`src/hw/rtl/qmps_pkg.sv`:
```
// ----------------------------------------------------------------------------
// qmps_pkg
// Types, constants and mask functions of the QR mask penalty selector.
// ----------------------------------------------------------------------------
`timescale 1ns / 1ps
`default_nettype none

package qmps_pkg;

    localparam int NUM_MASKS   = 8;
    localparam int PATTERN_LEN = 11;
    localparam int RUN_W       = 8;
    localparam int RWIN_W      = 11;
    localparam int CWIN_W      = 10;
    localparam int CENT_W      = RUN_W + CWIN_W;
    localparam int MEM_W       = NUM_MASKS * CENT_W;
    localparam int DARK_W      = 15;
    localparam int SCORE_W     = 22;
    localparam int AREA_W      = 15;
    localparam int DIVD_W      = 22;
    localparam int PCT_W       = 13;
    localparam int PROD_W      = 30;
    localparam int DIV_STEPS   = DIVD_W;

    localparam logic [RWIN_W-1:0]  FINDER_A  = 11'h5D0;
    localparam logic [RWIN_W-1:0]  FINDER_B  = 11'h05D;
    localparam logic [SCORE_W-1:0] SCORE_MAX = 22'h3FFFFF;
    localparam logic [RUN_W-1:0]   RUN_MAX   = 8'd255;
    localparam logic [DARK_W-1:0]  DARK_MAX  = 15'h7FFF;
    localparam logic [6:0]         PEN_RUN5  = 7'd3;
    localparam logic [6:0]         PEN_BLOCK = 7'd3;
    localparam logic [6:0]         PEN_FIND  = 7'd40;
    localparam logic [PCT_W-1:0]   PCT_HALF  = 13'd50;
    localparam logic [16:0]        RECIP5    = 17'd52429;  // 2^18 / 5, rounded up
    localparam logic [6:0]         PCT_SCALE = 7'd100;

    typedef enum logic [3:0] {
        S_IDLE,
        S_READ,
        S_UPDATE,
        S_EMIT_MOD,
        S_FIN_AREA,
        S_FIN_INIT,
        S_FIN_DIV,
        S_FIN_SCALE,
        S_FIN_PICK,
        S_EMIT_DEC
    } state_t;

    typedef struct packed {
        logic latch_in;
        logic rd_en;
        logic update;
        logic emit_mod;
        logic fin_start;
        logic div_init;
        logic div_step;
        logic scale;
        logic pick;
        logic emit_dec;
    } ctrl_cmd_t;

    typedef struct packed {
        logic op;
        logic last;
        logic div_done;
        logic mask_last;
        logic out_free;
    } ctrl_sts_t;

    // run length penalty after a run has grown to run
    function automatic logic [1:0] run_add(input logic [RUN_W-1:0] run);
        logic [1:0] a;
        a = 2'd0;
        if (run == 8'd5)
            a = 2'd3;
        else if (run > 8'd5)
            a = 2'd1;
        return a;
    endfunction

    // mask condition from position residues
    function automatic logic mask_flip(
        input logic [2:0] m,
        input logic       r0,
        input logic       c0,
        input logic       r1,
        input logic       cd3,
        input logic [1:0] rm3,
        input logic [1:0] cm3
    );
        logic [2:0] rc_sum;
        logic [1:0] rc3;
        logic [1:0] p3;
        logic       p2;
        logic       f;
        rc_sum = {1'b0, rm3} + {1'b0, cm3};
        rc3    = (rc_sum >= 3'd3) ? 2'(rc_sum - 3'd3) : rc_sum[1:0];
        if (rm3 == 2'd0 || cm3 == 2'd0)
            p3 = 2'd0;
        else if (rm3 == cm3)
            p3 = 2'd1;
        else
            p3 = 2'd2;
        p2 = r0 & c0;
        case (m)
            3'd0:    f = ~(r0 ^ c0);
            3'd1:    f = ~r0;
            3'd2:    f = (cm3 == 2'd0);
            3'd3:    f = (rc3 == 2'd0);
            3'd4:    f = ~(r1 ^ cd3);
            3'd5:    f = (~p2) & (p3 == 2'd0);
            3'd6:    f = ~(p2 ^ p3[0]);
            default: f = ~((r0 ^ c0) ^ p3[0]);
        endcase
        return f;
    endfunction

endpackage

`default_nettype wire

```
`src/hw/rtl/qmps_ctrl.sv`:
```
// ----------------------------------------------------------------------------
// qmps_ctrl
// Sequencer: module read/update, mask decision loop and result hand-off.
// ----------------------------------------------------------------------------
`timescale 1ns / 1ps
`default_nettype none

module qmps_ctrl (
    input  wire logic                clk,
    input  wire logic                rst_n,
    input  wire logic                in_valid,
    output logic                     in_ready,
    output qmps_pkg::ctrl_cmd_t      cmd,
    input  wire qmps_pkg::ctrl_sts_t sts
);

    import qmps_pkg::*;

    state_t state_reg;
    state_t state_next;

    // state register
    always_ff @(posedge clk or negedge rst_n)
    begin
        if (!rst_n)
        begin
            state_reg <= S_IDLE;
        end
        else
        begin
            state_reg <= state_next;
        end
    end

    // next state
    always_comb
    begin
        state_next = state_reg;
        case (state_reg)
            S_IDLE:
            begin
                if (in_valid)
                    state_next = S_READ;
            end
            S_READ:
                state_next = S_UPDATE;
            S_UPDATE:
            begin
                if (sts.op)
                    state_next = S_EMIT_MOD;
                else if (sts.last)
                    state_next = S_FIN_AREA;
                else
                    state_next = S_IDLE;
            end
            S_EMIT_MOD:
            begin
                if (sts.out_free)
                    state_next = S_IDLE;
            end
            S_FIN_AREA:
                state_next = S_FIN_INIT;
            S_FIN_INIT:
                state_next = S_FIN_DIV;
            S_FIN_DIV:
            begin
                if (sts.div_done)
                    state_next = S_FIN_SCALE;
            end
            S_FIN_SCALE:
                state_next = S_FIN_PICK;
            S_FIN_PICK:
            begin
                if (sts.mask_last)
                    state_next = S_EMIT_DEC;
                else
                    state_next = S_FIN_INIT;
            end
            S_EMIT_DEC:
            begin
                if (sts.out_free)
                    state_next = S_IDLE;
            end
            default:
                state_next = S_IDLE;
        endcase
    end

    // commands
    always_comb
    begin
        cmd      = '0;
        in_ready = 1'b0;
        case (state_reg)
            S_IDLE:
            begin
                in_ready     = 1'b1;
                cmd.latch_in = in_valid;
            end
            S_READ:      cmd.rd_en     = 1'b1;
            S_UPDATE:    cmd.update    = 1'b1;
            S_EMIT_MOD:  cmd.emit_mod  = sts.out_free;
            S_FIN_AREA:  cmd.fin_start = 1'b1;
            S_FIN_INIT:  cmd.div_init  = 1'b1;
            S_FIN_DIV:   cmd.div_step  = 1'b1;
            S_FIN_SCALE: cmd.scale     = 1'b1;
            S_FIN_PICK:  cmd.pick      = 1'b1;
            S_EMIT_DEC:  cmd.emit_dec  = sts.out_free;
            default:     cmd           = '0;
        endcase
    end

endmodule

`default_nettype wire

```
`config.mk`:
```
export PLATFORM = sky130hd
export DESIGN_NAME = qmps_ctrl
export DESIGN_NICKNAME = d
export VERILOG_FILES = /design/src/hw/rtl/qmps_pkg.sv /design/src/hw/rtl/qmps_ctrl.sv
export SDC_FILE = /design/constraint.sdc
export NUM_CORES = 1
export LEC_CHECK = 0
export ABC_AREA = 1
export BUFFER_PORTS_ARGS = -buffer_cell sky130_fd_sc_hd__buf_2
export CORE_AREA = 2 2 39 41
export DETAILED_ROUTE_END_ITERATION = 16
export DIE_AREA = 0 0 41 43
export GPL_TIMING_DRIVEN = 1
export MAX_ROUTING_LAYER = met4
export PLACE_DENSITY = 0.61
export SYNTH_ARGS = -nofsm -noshare
export SYNTH_HDL_FRONTEND = slang
export SYNTH_SLANG_ARGS = --single-unit
```
`constraint.sdc`:
```
create_clock -name clk -period 2.65 [get_ports clk]
set_input_delay 0.265 -clock clk [delete_from_list [all_inputs] [get_ports clk]]
set_output_delay 0.265 -clock clk [all_outputs]
set_load 0.05 [all_outputs]
```
# After elaboration in Yosys (flattened, before gate mapping)
# Cells that the tools add are included.
dict set report totals {
  word_cells 34
  ram_bits 0
  n_memories 0
  rom_bits 0
  output_inout_bits 11
  in_bits 8
  register_bits 4
  latchBits 0
}
dict set report op_classes {
  reduce_logical 3
  mux 18
  n_eq_ne 12
  add_sub_neg 0
  multipliers 0
  div_mod_pow 0
  n_bitwise 0
  magnitude_cmp 0
  shift 0
}
# cell n
set ops {}
lappend ops {{$pmux W4 S9} 1}
lappend ops {{$eq A4 B3 Y1 const B} 4}
lappend ops {{$mux W4} 4}
lappend ops {{$mux W1} 11}
lappend ops {{$eq A4 B2 Y1 const B} 2}
lappend ops {{$eq A4 B4 Y1 const B} 2}
lappend ops {{$mux W3} 2}
lappend ops {{$eq A4 B1 Y1 const B} 1}
lappend ops {{$logic_not A4 Y1} 1}
lappend ops {{$ne A2 B2 Y1 const B} 2}
lappend ops {{$reduce_and A3 Y1} 1}
lappend ops {{$ne A2 B1 Y1 const B} 1}
lappend ops {{$reduce_or A2 Y1} 1}

# Logic depth before layout (Yosys ltp)
dict set report logic_depth {
  word_depth 4
  ltp_mapped 8
  mapped_depth_nobuf 8
}

# Worst setup path before layout
# OpenSTA, ideal clock, no wires.
dict set report synth_timing {
  kind {register to output}
  from {register state_reg[0]}
  to {output cmd[9] (netlist bit)}
  path_slack_ns 0.583
  arrival_time_ns 1.802
  n_path_buf 0
  path_stages_with_launch 4
  cell_sequence {dfrtp_1 nor2_1 inv_2 nor3_1}
}
# element line_no
set synth_rtl {}
lappend synth_rtl {{start, declared} qmps_ctrl.sv:19} ;# state_t state_reg;
lappend synth_rtl {{start signal, assigned} qmps_ctrl.sv:31} ;# state_reg <= state_next;
lappend synth_rtl {{end, declared} qmps_ctrl.sv:13} ;# output qmps_pkg::ctrl_cmd_t cmd,

==> impl_metrics.json <==
{
  "outcome": "finished, final reports clean",
  "drive_above_1_share": 0.333,
  "grt_pass1_wl_um": 1540,
  "hold_path.class": "in -> reg",
  "insertion_delay_ps": 240,
  "yosys_warnings": 0,
  "cts_root_buffer": "clkbuf_4",
  "fin_crit_sh": 0.658,
  "min_period_ps": 1740,
  "fin_skew_ps": 5.00,
  "ioPinCount": 19,
  "avgViaCountPerCell": 4.42,
  "overflow": 0,
  "core_area_sq_um": 1380,
  "grtUsageMet3": 0.0942,
  "postSynthAreaPerCell_sq_um": 5.71,
  "cts_setup_buffers": 0,
  "synth_seq_area_share": 0.283,
  "dr.first_iter.drc_count": 7,
  "syn_area_sq_um": 354,
  "rsz0062_at_grt": "no",
  "n_fill_cell": 161,
  "grtUsageMet1": 0.159,
  "critPathBufInv": 2,
  "setup_violations": 0,
  "leakagePower_nw": 0.317,
  "place_area_sq_um": 464,
  "clock_sinks": 4,
  "die_w_um": 41,
  "drv_cap": 0,
  "crit_family": "flip-flops",
  "gp_congestion": 0.849,
  "path_max_fanout": 7,
  "worstSetupPathType": "reg -> out",
  "antenna_found_initial": 0,
  "p_sw_mw": 0.405,
  "syn_inst": 62,
  "row_count": 14,
  "clockPowerShare": 0.117,
  "num_antenna_cells": 0,
  "startpoint_type": "flip-flop",
  "slowest_stage": "dfrtp_1",
  "fin_nets": 94,
  "drc": 0,
  "tns_ps": 0,
  "die_y_um": 43,
  "grt_pass1_vias": 411,
  "ant_nets": 0,
  "cts_made_buffers": 3,
  "synth_fp_nets": 70,
  "gr-usage-met2": 0.194,
  "area_growth_pct": 40.3,
  "ctsHtreeMaxLevel": 1,
  "irDropWorstVdd_mv": 0.423,
  "grt_max_degree": 8,
  "largest_reg_flops": 4,
  "endpoint_kind": "output pin",
  "clock_path_buffers": 2,
  "stdcell_area_sq_um": 497,
  "ys_ff_latch": 4,
  "start_util": 0.256,
  "ys_types": 13,
  "clock.fmax_mhz": 574,
  "grt-busiest-layer": "met2",
  "path_cells": "nor2_1, inv_2, nor3_1, buf_2",
  "required_ps": 2380,
  "vias": 442,
  "slew_headroom": 0.819,
  "hold_violations": 0,
  "multi_input_area_sq_um": 201,
  "hold_slack_ps": 300,
  "p_int_mw": 0.248,
  "seqCellArea_sq_um": 100,
  "cts_tree": "yes",
  "cts.clk_slew.worst_paths_ps": 40,
  "post-dp-hpwl_um": 755,
  "seqPwrFrac": 0.196,
  "drv_slew": 0,
  "dieArea_sq_um": 1760,
  "worstMarginPinSlew_ps": 270,
  "critPathMaxStageDelay_ps": 450,
  "io_buffers": 18,
  "arrival_ps": 1480,
  "dr.pass1.iters": 4,
  "p_sw_frac": 0.621,
  "comb_power_share": 0.688,
  "routed_wl_um": 899,
  "grt.total_usage": 0.133,
  "avgRoutedWirePerCell_um": 8.99,
  "p_per_area_nw_per_um2": 1310
}
timing repair:
item / CTS / global route
endpoints found under the setup margin: 0 / 0
endpoints found under the hold margin: 4 / 0
hold buffers: 1 / 0
gates resized for setup: 0 / 0
area by class of cell:
| class | count | area share |
|---|---|---|
| Clock buffer | 3 | 0.0453 |
| Inverter | 14 | 0.106 |
| Multi-Input combinational cell | 44 | 0.406 |
| Sequential cell | 4 | 0.202 |
| Tap cell | 16 | 0.0403 |
| Timing Repair Buffer | 19 | 0.202 |
stage by stage:
| step | utilization | power [mW] | setup slack [ps] | std cells |
|---|---|---|---|---|
| 2_1_floorplan | - | 0.483 | 583 | 62 |
| 3_3_place_gp | 0.335 | 0.575 | 1170 | 96 |
| 3_5_place_dp | 0.335 | 0.576 | 1160 | 96 |
| 4_1_cts | 0.359 | 0.657 | 906 | 100 |
| 5_1_grt | 0.359 | 0.717 | 770 | 100 |
| 6_report | 0.359 | 0.653 | 907 | 100 |
cells by family after synthesis:
logic type,count (synthesis),synth area share
AO/OA/AOI/OAI,3,0.0459
buffers and inverters,14,0.148
flip-flops,4,0.283
AND/OR/NAND/NOR,41,0.523
routing by layer:
layer  up-vias  part of all wire
met3         0             0.099
met5         -                 0
met4         0                 0
met2        16              0.46
li1        235                 -
met1       191              0.44
tightest hold or removal path: cells and delay by family:
kind                   cells  cell delay (ps)
AND/OR/NAND/NOR            2              160
buffers and inverters      1               70
path summary, 6_finish.rpt:
kind                                       endpoint  slack (ps)  cells past startpoint                startpoint
hold / removal             state_reg[2]$_DFFE_PN0P_         300                      3                    sts[3]
hold reg to reg            state_reg[3]$_DFFE_PN0P_         550                      2  state_reg[3]$_DFFE_PN0P_
setup / recovery                             cmd[9]         910                      4  state_reg[1]$_DFFE_PN0P_
min in group asynchronous  state_reg[1]$_DFFE_PN0P_         360                      2                     rst_n
setup reg to reg           state_reg[3]$_DFFE_PN0P_        1390                      7  state_reg[1]$_DFFE_PN0P_
max in group asynchronous  state_reg[2]$_DFFE_PN0P_        2160                      2                     rst_n
cell usage after synthesis:
cell	count	area share
nand3_1	8	0.11
nand2_1	16	0.17
dfrtp_1	4	0.28
nor3_1	2	0.028
o21ai_0	1	0.014
nor3_2	2	0.057
nor2_2	1	0.018
o21ai_1	1	0.014
o22ai_1	1	0.018
inv_2	4	0.042
nand3b_1	1	0.021
inv_1	10	0.11
nor2_1	11	0.12
power groups by stage:
stage	registers, mW	logic, mW	clock network (mW)
3_3_place_gp	0.124	0.451	0
6_report	0.128	0.449	0.0761
4_1_cts	0.126	0.452	0.0789
3_5_place_dp	0.126	0.450	0
5_1_grt	0.132	0.496	0.0898
2_1_floorplan	0.120	0.363	0
placed cells by master, fill, tap and decap left out:
master	instances
nor2_2	1
dlygate4sd3_1	1
nand2_1	16
clkbuf_4	3
nor3_1	2
o22ai_1	1
nor2_1	11
buf_2	18
nor3_2	2
inv_1	10
nand3b_1	1
o21ai_1	1
o21ai_0	1
dfrtp_1	4
nand3_1	8
inv_2	4
(Power assumes the default switching activity.)
